### config.mk
export PLATFORM = sky130hd
export DESIGN_NAME = arp_table_aging_engine_core
export DESIGN_NICKNAME = d
export VERILOG_FILES = /design/src/rtl/atae_pkg.sv /design/src/rtl/atae_ram.sv /design/src/rtl/atae_ctrl.sv /design/src/rtl/atae_dp.sv /design/src/rtl/arp_table_aging_engine_core.sv
export VERILOG_INCLUDE_DIRS = /design/src /design/src/rtl
export SDC_FILE = /design/constraint.sdc
export NUM_CORES = 2
export LEC_CHECK = 0
export ABC_AREA = 1
export BUFFER_PORTS_ARGS = -buffer_cell sky130_fd_sc_hd__buf_2
export CELL_PAD_IN_SITES_DETAIL_PLACEMENT = 2
export CELL_PAD_IN_SITES_GLOBAL_PLACEMENT = 2
export CORE_MARGIN = 5
export CORE_UTILIZATION = 46
export CTS_BUF_LIST = sky130_fd_sc_hd__clkbuf_8
export DETAILED_ROUTE_END_ITERATION = 7
export PLACE_DENSITY_LB_ADDON = 0.15
export SETUP_SLACK_MARGIN = 0.2
export SLEW_MARGIN = 20
export SYNTH_ARGS = -nofsm -noshare
export SYNTH_HDL_FRONTEND = slang
export SYNTH_SLANG_ARGS = --single-unit
### constraint.sdc
create_clock -name aclk -period 8.6 [get_ports aclk]
set_input_delay 0.43 -clock aclk [delete_from_list [all_inputs] [get_ports aclk]]
set_output_delay 0.43 -clock aclk [all_outputs]
set_load 0.005 [all_outputs]
### src/rtl/arp_table_aging_engine_core_assert.svh
// Assertion macros shared by the address resolution table engine.
`ifndef ARP_TABLE_AGING_ENGINE_CORE_ASSERT_SVH
`define ARP_TABLE_AGING_ENGINE_CORE_ASSERT_SVH

// Same-cycle implication, sampled on aclk and held off while aresetn is low.
`define ATAE_ASSERT_NOW(lbl, ante, cons, msg) \
    lbl: assert property (@(posedge aclk) disable iff (!aresetn) (ante) |-> (cons)) \
        else $error(msg);

// Next-cycle implication, sampled on aclk and held off while aresetn is low.
`define ATAE_ASSERT_NEXT(lbl, ante, cons, msg) \
    lbl: assert property (@(posedge aclk) disable iff (!aresetn) (ante) |=> (cons)) \
        else $error(msg);

`endif

### src/rtl/atae_pkg.sv
// Types and constants shared by the address resolution table engine.
package atae_pkg;

    localparam int IP_W      = 32;
    localparam int MAC_W     = 48;
    localparam int AGE_W     = 16;
    localparam int KIND_W    = 2;
    localparam int IDX_OUT_W = 5;
    localparam int S_TDATA_W = 80;
    localparam int M_TDATA_W = 56;

    localparam logic [KIND_W-1:0] KIND_ADD    = 2'd0;
    localparam logic [KIND_W-1:0] KIND_LOOKUP = 2'd1;
    localparam logic [KIND_W-1:0] KIND_TICK   = 2'd2;

    localparam logic [AGE_W-1:0] LIFETIME_RESET = 16'd300;

    typedef struct packed {
        logic             valid;
        logic [IP_W-1:0]  ip;
        logic [MAC_W-1:0] mac;
        logic [AGE_W-1:0] age;
    } entry_t;

    typedef struct packed {
        logic in_ready;
        logic load;
        logic clear_wr;
        logic scan;
        logic commit;
        logic evict;
        logic out_load;
    } cmd_t;

    typedef struct packed {
        logic addr_last;
        logic need_evict;
        logic out_busy;
    } sts_t;

endpackage

### src/rtl/atae_ram.sv
// Generic simple dual-port RAM with one write port and a registered read port.
module atae_ram #(
    parameter int WIDTH = 8,
    parameter int DEPTH = 32
) (
    input  logic                     aclk,
    input  logic                     we,
    input  logic [$clog2(DEPTH)-1:0] waddr,
    input  logic [WIDTH-1:0]         wdata,
    input  logic [$clog2(DEPTH)-1:0] raddr,
    output logic [WIDTH-1:0]         rdata
);

    logic [WIDTH-1:0] mem [DEPTH];
    logic [WIDTH-1:0] rdata_reg;

    always_ff @(posedge aclk) begin
        if (we) begin
            mem[waddr] <= wdata;
        end
        rdata_reg <= mem[raddr];
    end

    assign rdata = rdata_reg;

endmodule

### src/rtl/atae_ctrl.sv
// Sequencing state machine for the address resolution table engine.
module atae_ctrl (
    input  logic              aclk,
    input  logic              aresetn,
    input  logic              s_tvalid,
    input  atae_pkg::sts_t    sts,
    output atae_pkg::cmd_t    cmd
);

    localparam logic [2:0] ST_CLEAR  = 3'd0;
    localparam logic [2:0] ST_IDLE   = 3'd1;
    localparam logic [2:0] ST_SCAN   = 3'd2;
    localparam logic [2:0] ST_DRAIN  = 3'd3;
    localparam logic [2:0] ST_COMMIT = 3'd4;
    localparam logic [2:0] ST_EVICT  = 3'd5;
    localparam logic [2:0] ST_DONE   = 3'd6;

    logic [2:0] state_reg;
    logic [2:0] state_next;

    always_comb begin
        cmd        = '0;
        state_next = state_reg;
        unique case (state_reg)
            ST_CLEAR: begin
                cmd.clear_wr = 1'b1;
                if (sts.addr_last) begin
                    state_next = ST_IDLE;
                end
            end
            ST_IDLE: begin
                cmd.in_ready = 1'b1;
                if (s_tvalid) begin
                    cmd.load   = 1'b1;
                    state_next = ST_SCAN;
                end
            end
            ST_SCAN: begin
                cmd.scan = 1'b1;
                if (sts.addr_last) begin
                    state_next = ST_DRAIN;
                end
            end
            ST_DRAIN: begin
                state_next = ST_COMMIT;
            end
            ST_COMMIT: begin
                cmd.commit = 1'b1;
                state_next = sts.need_evict ? ST_EVICT : ST_DONE;
            end
            ST_EVICT: begin
                cmd.evict  = 1'b1;
                state_next = ST_DONE;
            end
            ST_DONE: begin
                if (!sts.out_busy) begin
                    cmd.out_load = 1'b1;
                    state_next   = ST_IDLE;
                end
            end
            default: begin
                state_next = ST_CLEAR;
            end
        endcase
    end

    always_ff @(posedge aclk) begin
        if (!aresetn) begin
            state_reg <= ST_CLEAR;
        end else begin
            state_reg <= state_next;
        end
    end

endmodule

### src/rtl/atae_dp.sv
// Datapath of the address resolution table engine: entry memory, scan and result registers.
module atae_dp #(
    parameter int TABLE_DEPTH = 32
) (
    input  logic                               aclk,
    input  logic                               aresetn,
    input  atae_pkg::cmd_t                     cmd,
    output atae_pkg::sts_t                     sts,
    input  logic [atae_pkg::S_TDATA_W-1:0]     s_tdata,
    input  logic [atae_pkg::KIND_W-1:0]        s_tuser,
    input  logic                               cfg_wr_en,
    input  logic [atae_pkg::AGE_W-1:0]         cfg_wr_data,
    output logic                               m_tvalid,
    input  logic                               m_tready,
    output logic [atae_pkg::M_TDATA_W-1:0]     m_tdata,
    output logic [0:0]                         m_tuser
);

    localparam int AW    = $clog2(TABLE_DEPTH);
    localparam int EXT_W = AW + atae_pkg::IDX_OUT_W;
    localparam int EW    = $bits(atae_pkg::entry_t);
    localparam logic [AW-1:0] LAST_IDX = AW'(TABLE_DEPTH - 1);

    logic [atae_pkg::AGE_W-1:0]  lifetime_reg;
    logic [AW-1:0]               addr_reg;
    logic [AW-1:0]               free_idx_reg;
    logic [AW-1:0]               victim_idx_reg;
    logic                        proc_valid_reg;
    logic [AW-1:0]               proc_idx_reg;

    logic [atae_pkg::KIND_W-1:0] kind_reg;
    logic [atae_pkg::IP_W-1:0]   ip_reg;
    logic [atae_pkg::MAC_W-1:0]  mac_reg;

    logic                        match_found_reg;
    logic [AW-1:0]               match_idx_reg;
    logic [atae_pkg::MAC_W-1:0]  match_mac_reg;
    logic                        inv_found_reg;
    logic [AW-1:0]               inv_idx_reg;

    logic                        res_hit_reg;
    logic [AW-1:0]               res_idx_reg;
    logic [atae_pkg::MAC_W-1:0]  res_mac_reg;

    logic                        m_tvalid_reg;
    logic                        out_hit_reg;
    logic [atae_pkg::IDX_OUT_W-1:0] out_idx_reg;
    logic [atae_pkg::MAC_W-1:0]  out_mac_reg;

    logic                        ram_we;
    logic [AW-1:0]               ram_waddr;
    atae_pkg::entry_t            ram_wentry;
    logic [EW-1:0]               ram_rdata;
    atae_pkg::entry_t            rd_entry;
    atae_pkg::entry_t            aged_entry;
    logic                        is_add;
    logic [EXT_W-1:0]            idx_ext;

    assign rd_entry = atae_pkg::entry_t'(ram_rdata);
    assign is_add   = (kind_reg == atae_pkg::KIND_ADD);

    always_comb begin
        aged_entry     = rd_entry;
        aged_entry.age = rd_entry.age - 16'd1;
    end

    always_comb begin
        ram_we     = 1'b0;
        ram_waddr  = addr_reg;
        ram_wentry = '0;
        if (cmd.clear_wr) begin
            ram_we = 1'b1;
        end else if (proc_valid_reg && kind_reg == atae_pkg::KIND_TICK && rd_entry.valid) begin
            ram_we     = 1'b1;
            ram_waddr  = proc_idx_reg;
            ram_wentry = (rd_entry.age == '0) ? '0 : aged_entry;
        end else if (cmd.commit && is_add) begin
            ram_we           = 1'b1;
            ram_waddr        = match_found_reg ? match_idx_reg : free_idx_reg;
            ram_wentry.valid = 1'b1;
            ram_wentry.ip    = ip_reg;
            ram_wentry.mac   = mac_reg;
            ram_wentry.age   = lifetime_reg;
        end else if (cmd.evict) begin
            ram_we    = 1'b1;
            ram_waddr = victim_idx_reg;
        end
    end

    atae_ram #(
        .WIDTH(EW),
        .DEPTH(TABLE_DEPTH)
    ) u_entry_ram (
        .aclk  (aclk),
        .we    (ram_we),
        .waddr (ram_waddr),
        .wdata (ram_wentry),
        .raddr (addr_reg),
        .rdata (ram_rdata)
    );

    always_ff @(posedge aclk) begin
        if (!aresetn) begin
            lifetime_reg   <= atae_pkg::LIFETIME_RESET;
            addr_reg       <= '0;
            free_idx_reg   <= '0;
            victim_idx_reg <= '0;
            proc_valid_reg <= 1'b0;
            m_tvalid_reg   <= 1'b0;
        end else begin
            if (cfg_wr_en) begin
                lifetime_reg <= cfg_wr_data;
            end
            if (cmd.clear_wr || cmd.scan) begin
                addr_reg <= (addr_reg == LAST_IDX) ? '0 : addr_reg + 1'b1;
            end
            proc_valid_reg <= cmd.scan;
            if (cmd.commit && is_add && !match_found_reg && inv_found_reg) begin
                free_idx_reg <= inv_idx_reg;
            end
            if (cmd.evict) begin
                free_idx_reg   <= victim_idx_reg;
                victim_idx_reg <= (victim_idx_reg == LAST_IDX) ? '0 : victim_idx_reg + 1'b1;
            end
            if (cmd.out_load) begin
                m_tvalid_reg <= 1'b1;
            end else if (m_tready) begin
                m_tvalid_reg <= 1'b0;
            end
        end
    end

    always_ff @(posedge aclk) begin
        proc_idx_reg <= addr_reg;
        if (cmd.load) begin
            kind_reg        <= s_tuser;
            ip_reg          <= s_tdata[atae_pkg::IP_W-1:0];
            mac_reg         <= s_tdata[atae_pkg::S_TDATA_W-1:atae_pkg::IP_W];
            match_found_reg <= 1'b0;
            inv_found_reg   <= 1'b0;
        end else if (proc_valid_reg) begin
            if (rd_entry.valid && rd_entry.ip == ip_reg && !match_found_reg) begin
                match_found_reg <= 1'b1;
                match_idx_reg   <= proc_idx_reg;
                match_mac_reg   <= rd_entry.mac;
            end
            if (!rd_entry.valid && proc_idx_reg != free_idx_reg && !inv_found_reg) begin
                inv_found_reg <= 1'b1;
                inv_idx_reg   <= proc_idx_reg;
            end
        end
        if (cmd.commit) begin
            res_hit_reg <= 1'b0;
            res_idx_reg <= '0;
            res_mac_reg <= '0;
            if (is_add) begin
                res_hit_reg <= match_found_reg;
                res_idx_reg <= match_found_reg ? match_idx_reg : free_idx_reg;
            end else if (kind_reg == atae_pkg::KIND_LOOKUP && match_found_reg) begin
                res_hit_reg <= 1'b1;
                res_idx_reg <= match_idx_reg;
                res_mac_reg <= match_mac_reg;
            end
        end
        if (cmd.out_load) begin
            out_hit_reg <= res_hit_reg;
            out_idx_reg <= idx_ext[atae_pkg::IDX_OUT_W-1:0];
            out_mac_reg <= res_mac_reg;
        end
    end

    assign idx_ext = EXT_W'(res_idx_reg);

    assign sts.addr_last  = (addr_reg == LAST_IDX);
    assign sts.need_evict = is_add && !match_found_reg && !inv_found_reg;
    assign sts.out_busy   = m_tvalid_reg && !m_tready;

    assign m_tvalid = m_tvalid_reg;
    assign m_tuser  = out_hit_reg;
    assign m_tdata  = {3'b000, out_mac_reg, out_idx_reg};

endmodule

### src/rtl/arp_table_aging_engine_core.sv
// Top level of the address resolution table engine with aging and round-robin replacement.
// After reset the block clears its entry memory in one pass and takes no request until
// that pass ends. Each request then reads every entry once through the single read port
// of the entry memory, then passes the drain and commit steps, and an eviction of the
// round-robin victim when an add finds the table full. One request is in work at a time;
// the finished result waits in an output register while the next request is taken.
`include "arp_table_aging_engine_core_assert.svh"

module arp_table_aging_engine_core #(
    parameter int TABLE_DEPTH = 32
) (
    input  logic                            aclk,
    input  logic                            aresetn,
    input  logic                            s_tvalid,
    output logic                            s_tready,
    // ip_address [31:0], mac_address [79:32]
    input  logic [atae_pkg::S_TDATA_W-1:0]  s_tdata,
    // kind [1:0]
    input  logic [atae_pkg::KIND_W-1:0]     s_tuser,
    output logic                            m_tvalid,
    input  logic                            m_tready,
    // entry_index [4:0], found_mac [52:5], zero [55:53]
    output logic [atae_pkg::M_TDATA_W-1:0]  m_tdata,
    // hit [0]
    output logic [0:0]                      m_tuser,
    input  logic                            cfg_wr_en,
    input  logic [atae_pkg::AGE_W-1:0]      cfg_wr_data
);

    atae_pkg::cmd_t cmd;
    atae_pkg::sts_t sts;

    atae_ctrl u_ctrl (
        .aclk     (aclk),
        .aresetn  (aresetn),
        .s_tvalid (s_tvalid),
        .sts      (sts),
        .cmd      (cmd)
    );

    atae_dp #(
        .TABLE_DEPTH(TABLE_DEPTH)
    ) u_dp (
        .aclk        (aclk),
        .aresetn     (aresetn),
        .cmd         (cmd),
        .sts         (sts),
        .s_tdata     (s_tdata),
        .s_tuser     (s_tuser),
        .cfg_wr_en   (cfg_wr_en),
        .cfg_wr_data (cfg_wr_data),
        .m_tvalid    (m_tvalid),
        .m_tready    (m_tready),
        .m_tdata     (m_tdata),
        .m_tuser     (m_tuser)
    );

    assign s_tready = cmd.in_ready;

    `ATAE_ASSERT_NEXT(a_one_request, s_tvalid && s_tready, !s_tready, "second request taken early")
    `ATAE_ASSERT_NOW(a_no_overwrite, cmd.out_load, !sts.out_busy, "pending result overwritten")
    `ATAE_ASSERT_NOW(a_evict_after_commit, cmd.evict, $past(cmd.commit), "eviction out of order")

endmodule
Word level (Yosys, flattened, before mapping)
Memory sizes are Yosys's and may differ from the RTL's. A register that Yosys moved wholly into a read port is not among the register bits.
Index checks and enable logic that the tools add are counted.
{"block": "word_totals", "regBits": 291, "latchBits": 0, "ram_bits": 3104, "mem_bits_ro": 0, "input_bits": 103, "wordCells": 112, "n_memories": 1}
{"block": "classes", "n_addsub": 3, "n_mul": 0, "div_mod_pow": 0, "n_lt_le_gt_ge": 0, "eq_ne": 16, "n_shift": 0, "muxes": 39, "bitwise": 2, "n_reduce_logical": 29}
{"name": "u_dp.u_entry_ram.mem", "depth": 32, "word_bits": 97, "rd": 1, "rd_clocked_by_memory_dff": 1, "write_ports": 1, "line": "atae_ram.sv:14", "text": "logic [WIDTH-1:0] mem [DEPTH];"}
{"op": "two-way mux 97 bit", "n": 4}
{"op": "two-way mux 5 bit", "n": 11}
{"op": "equality test 32 bit", "n": 1}
{"op": "case mux 3 bit (7 select lines)", "n": 1}
{"op": "two-way mux 1 bit", "n": 17}
{"op": "logical NOT 16 bit", "n": 1}
{"op": "subtractor 16 x 1 -> 16 bit (second input constant)", "n": 1}
{"op": "logical AND 1 bit", "n": 13}
{"op": "two-way mux 3 bit", "n": 4}
{"op": "adder 5 x 1 -> 5 bit (second input constant)", "n": 2}
{"op": "equality test 5 bit (second input constant)", "n": 2}
{"op": "equality test 3 bit (second input constant)", "n": 3}
{"op": "inequality test 2 bit (second input constant)", "n": 4}
{"op": "equality test 3 x 2 -> 1 bit (second input constant)", "n": 2}
{"op": "AND reduction 3 bit", "n": 2}
{"op": "inequality test 5 bit", "n": 1}
{"op": "logical NOT 1 bit", "n": 4}
{"op": "two-way mux 2 bit", "n": 2}
{"op": "AND reduction 2 bit", "n": 2}
{"op": "AND reduction 4 bit", "n": 1}
{"op": "nonzero test 2 bit", "n": 2}
{"op": "equality test 3 x 1 -> 1 bit (second input constant)", "n": 1}
{"op": "logical NOT 3 bit", "n": 1}
{"op": "equality test 2 x 1 -> 1 bit (second input constant)", "n": 1}
{"op": "5 further kinds", "n": 6}

Logic depth before layout (Yosys ltp)
{"block": "depth", "depth_word": 8, "ltp_mapped": 13, "depth_no_buf": 11}

Modules after synthesis
A second synthesis with hierarchy kept.
{"block": "unflattened", "cells_unflattened": 11422, "area_unflattened_um2": 138400.2}
{"module": "atae_ram", "instances": 1, "cells_each": 10218, "area_per_inst_um2": 126038.4, "seq_area_each_um2": 95151.3}
{"module": "atae_dp", "instances": 1, "cells_each": 1161, "area_per_inst_um2": 12106.6, "seq_area_each_um2": 8247.9}
{"module": "atae_ctrl", "instances": 1, "cells_each": 43, "area_per_inst_um2": 255.2, "seq_area_each_um2": 60.1}

Worst setup path before layout
OpenSTA, ideal clock, no wires.
{"block": "synth_timing", "kind": "register to register", "start": "register u_dp.kind_reg[0] (netlist bit)", "end": "memory u_dp.u_entry_ram.mem[1][0] (netlist bit) (enable)", "arrival_time_ps": 5416, "setup_slack_ps": 2630, "path_stages_with_launch": 11, "n_path_buf": 1, "path_cell_list": "edfxtp_1 -> nor2_1 -> nand3_1 -> buf_4 -> nor2_1 -> nor2_1 -> nand2_1 -> nand2_1 -> nor2_1 -> nand2_1 -> nor2_1"}
{"block": "synth_between", "elab_chain_len": 7, "elab_cells_between_ends": 13, "classes_between": "eq/ne (1); mux (8); reduce/logical (4)"}
{"element": "start: declaration", "line": "atae_dp.sv:31", "text": "logic [atae_pkg::KIND_W-1:0] kind_reg;"}
{"element": "start signal: assignment", "line": "atae_dp.sv:136", "text": "kind_reg <= s_tuser;"}
{"element": "logical NOT 2 bit or equality test 2 bit (tied branches)", "line": "atae_dp.sv:60, atae_dp.sv:73"}
{"element": "logical AND 1 bit (on tied branches)", "line": "atae_dp.sv:77, atae_dp.sv:73"}
{"element": "two-way mux 1 bit or logical AND 1 bit (tied branches)", "line": "atae_dp.sv:77, atae_dp.sv:73"}
{"element": "two-way mux 1 bit", "line": "atae_dp.sv:73", "text": "end else if (proc_valid_reg && kind_reg == atae_pkg::KIND_TICK && rd_entry.valid) begin"}
{"element": "two-way mux 1 bit", "line": "atae_dp.sv:71", "text": "if (cmd.clear_wr) begin"}
{"element": "two-way mux 1 bit", "line": "atae_ram.sv:18", "text": "if (we) begin"}
{"element": "two-way mux 1 bit (not written as such)", "line": "atae_ram.sv:19", "text": "mem[waddr] <= wdata;"}
{"element": "end: declaration", "line": "atae_ram.sv:14"}
Several ways; a longest one is shown, not always the timed one.

Worst setup path after layout
{"block": "layout_timing", "start": "register u_dp.match_found_reg", "end": "memory u_dp.u_entry_ram.mem[31][53] (netlist bit) (enable)"}
{"block": "layout_between", "elab_chain_len": 4}
{"element": "start: declaration", "line": "atae_dp.sv:35", "text": "logic match_found_reg;"}
{"element": "start signal: assignment", "line": "atae_dp.sv:139", "text": "match_found_reg <= 1'b0;"}
{"element": "start signal: assignment", "line": "atae_dp.sv:143", "text": "match_found_reg <= 1'b1;"}
{"element": "two-way mux 5 bit", "line": "atae_dp.sv:79", "text": "ram_waddr = match_found_reg ? match_idx_reg : free_idx_reg;"}
{"element": "two-way mux 5 bit", "line": "atae_dp.sv:77", "text": "end else if (cmd.commit && is_add) begin"}
{"element": "two-way mux 5 bit", "line": "atae_dp.sv:73"}
{"element": "two-way mux 5 bit", "line": "atae_dp.sv:71"}
No other way between the ends.

==> out/metrics.csv <==
metric,value,unit
outcome,"finished, final reports clean",
routed-via-count,98800,
place_area,142000,µm²
antenna_found_initial,13,
synth_commonest_cells,"edfxtp_1 (3,352), nand2_1 (1,987), nand3_1 (1,464)",
antenna_left,0,
clkTransAtPathRegs,60,ps
cap_violations,0,
synth.distinct_cells,37,
regArea,103000,µm²
largest_reg_flops,3104,
ys_warn_count,0,
cp.required,9370,ps
overflow,0,
slew_headroom,8.32,%
start_util,46.3,%
synth_top_area_cell,edfxtp_1,
hold_end,u_dp.ip_reg[28],
die_area,307000,µm²
hold_buffers,231,
drt_first_pass_iters,8,
area_growth,13.8,%
drt_iter0_markers,11700,
netlist_top_cells_area,"edfxtp_1 (74%), nand2_1 (5.5%), nand3_1 (5.4%)",
yosysTopAreaCellShare,73.8,%
r2r.worst_path.cells,9,
async_flop_share,0,%
peakVddDrop,159,µV
setup_slack,3520,ps
cts_sinks,3492,
num_rows,199,
r2r_start,u_dp.match_found_reg,
slew_violations,0,
fillers,27600,
dieHeight,554,µm
ys_seq_elements,3492,
yosysMostFrequentCell,edfxtp_1,
finalNetCount,11400,
grt_use_total,34.2,%
synth_edf_count,3352,
cts_resized,0,
rsz0062_at_grt,no,
numPortBuffers,158,
hold_start,s_tdata[28],
htreeDepth,6,
grt_max_degree,216,
pre_cts_ws,3720,ps
grt_pass1_wl,774000,µm
synth_ff_type,edfxtp_1,
grt_pass1_vias,108000,
design_area,155000,µm²
holdWs,102,ps
hold_class,in -> reg,
cp-start-kind,register,
hold_depth,2,
post-route-period-util,59.1,%
multi_input_area,29500,µm²
wl,539000,µm
cp-end-kind,register,
pin_count,162,
cts_tree,built,
crit_fanout,38,
syn_area,136000,µm²
cts_buffer_depth,4,
gp_congestion,0.777,
die_w,554,µm
wl_per_cell,34.4,µm
finClkSkew,80.6,ps
cts_made_buffers,594,
avgSynthCellArea,12.7,µm²
ff2ff_setup_slack,3520,ps
cts_setup_buffers,0,
drc,0,
path_class,reg -> reg,
crit_arrival,5850,ps
clk_latency,1210,ps
period_needed,5080,ps
power_density,234,nW/µm²
yosysSeqAreaShare,75.9,%
dp_hpwl,259000,µm
tightest_slew,1380,ps
p_leak,54.6,nW
root_buffer,clkbuf_8,
setup_viol,0,
fin_tns_setup,0,ps
regToRegEndpoint,u_dp.u_entry_ram.mem[31][53],
fmax,0.197,GHz
via_per_inst,6.30,
core-area,295000,µm²
hold_viol_final,0,
drive_gt1_share,10.9,%
synthCells,10800,
## power breakdown
part / total [mW] / internal [mW] / switching (mW)
Clock: 14.6 / 7.12 / 7.45
Combinational: 2.75 / 0.729 / 2.02
Sequential: 18.9 / 18.7 / 0.246
## layout by cell type, fill, tap and decap left out, types with 25 or more instances in the layout
cell,netlist,routed
a21oi_1,131,130
buf_12,0,35
buf_2,163,158
buf_4,92,196
clkbuf_8,0,642
clkinv_1,2,106
clkinv_2,0,31
dfxtp_1,140,135
dlygate4sd3_1,0,231
edfxtp_1,3352,3352
inv_1,170,413
nand2_1,1987,1985
nand3_1,1464,1464
nor2_1,1188,1152
nor2_4,1,36
nor3_2,0,69
o21ai_0,957,957
o21ai_1,37,37
o22ai_1,428,428
xnor2_1,25,25
## metal layers
metal	track usage (%)	wire length [µm]	vias to the layer above
li1	-	-	40000
met1	44.6	209000	52300
met2	58.0	268000	5274
met3	5.17	41400	1227
met4	13.2	20700	2
met5	0	13	-
## how the worst max path moves through the flow
stage	start	to	slack (ps)	cells after the start
3_5_place_dp	u_dp.addr_reg[0]	u_dp.u_entry_ram.rdata[63]	3720	10
2_1_floorplan	u_dp.kind_reg[0]	u_dp.u_entry_ram.mem[1][0]	2630	10
5_1_grt	u_dp.addr_reg[0]	u_dp.u_entry_ram.rdata[60]	3350	10
4_1_cts	u_dp.addr_reg[0]	u_dp.u_entry_ram.rdata[63]	3590	10
6_report	u_dp.match_found_reg	u_dp.u_entry_ram.mem[31][53]	3520	9
3_3_place_gp	u_dp.proc_valid_reg	u_dp.u_entry_ram.mem[12][76]	3970	11
## critical path: stages, from the launching register on
cell     delay [ps]
dfxtp_1         960
o21ai_0         510
nor2_1          280
nor2_1           80
nand2_1          70
nand2_1          50
nand2_1         120
nand2_1         520
nor2_4         1000
buf_4           930
## final cells by class
cell class	count	area share, %
Clock buffer	642	5.70
Sequential cell	3492	66.7
Multi-Input combinational cell	6376	19.0
Timing Repair Buffer	630	3.51
Tap cell	3919	3.16
Inverter	179	0.468
Clock inverter	438	1.40
Antenna cell	4	0.00645
## logic make-up (layout without fill, tap and decap cells)
kind of cell	Yosys count	in the layout	synth area share, %
and+or+nand+nor	4755	4755	14.6
DFF	3492	3492	75.9
AOI/OAI and AO/OA	1573	1573	6.20
buffers and inverters	887	1889	3.01
xor gates and xnor gates	40	40	0.257
adders and majority gates	5	5	0.0459
other	1	7	0.00275
## metrics by stage
stage	util, %	total power [mW]	instances
after floorplan	-	20.8	10800
after global placement	48.1	21.6	14400
after detailed placement	48.1	21.8	14400
after CTS	52.6	36.2	15700
after global routing	52.6	37.4	15700
final	52.7	36.3	15700
Note: power is estimated with default switching activity, not from simulation.
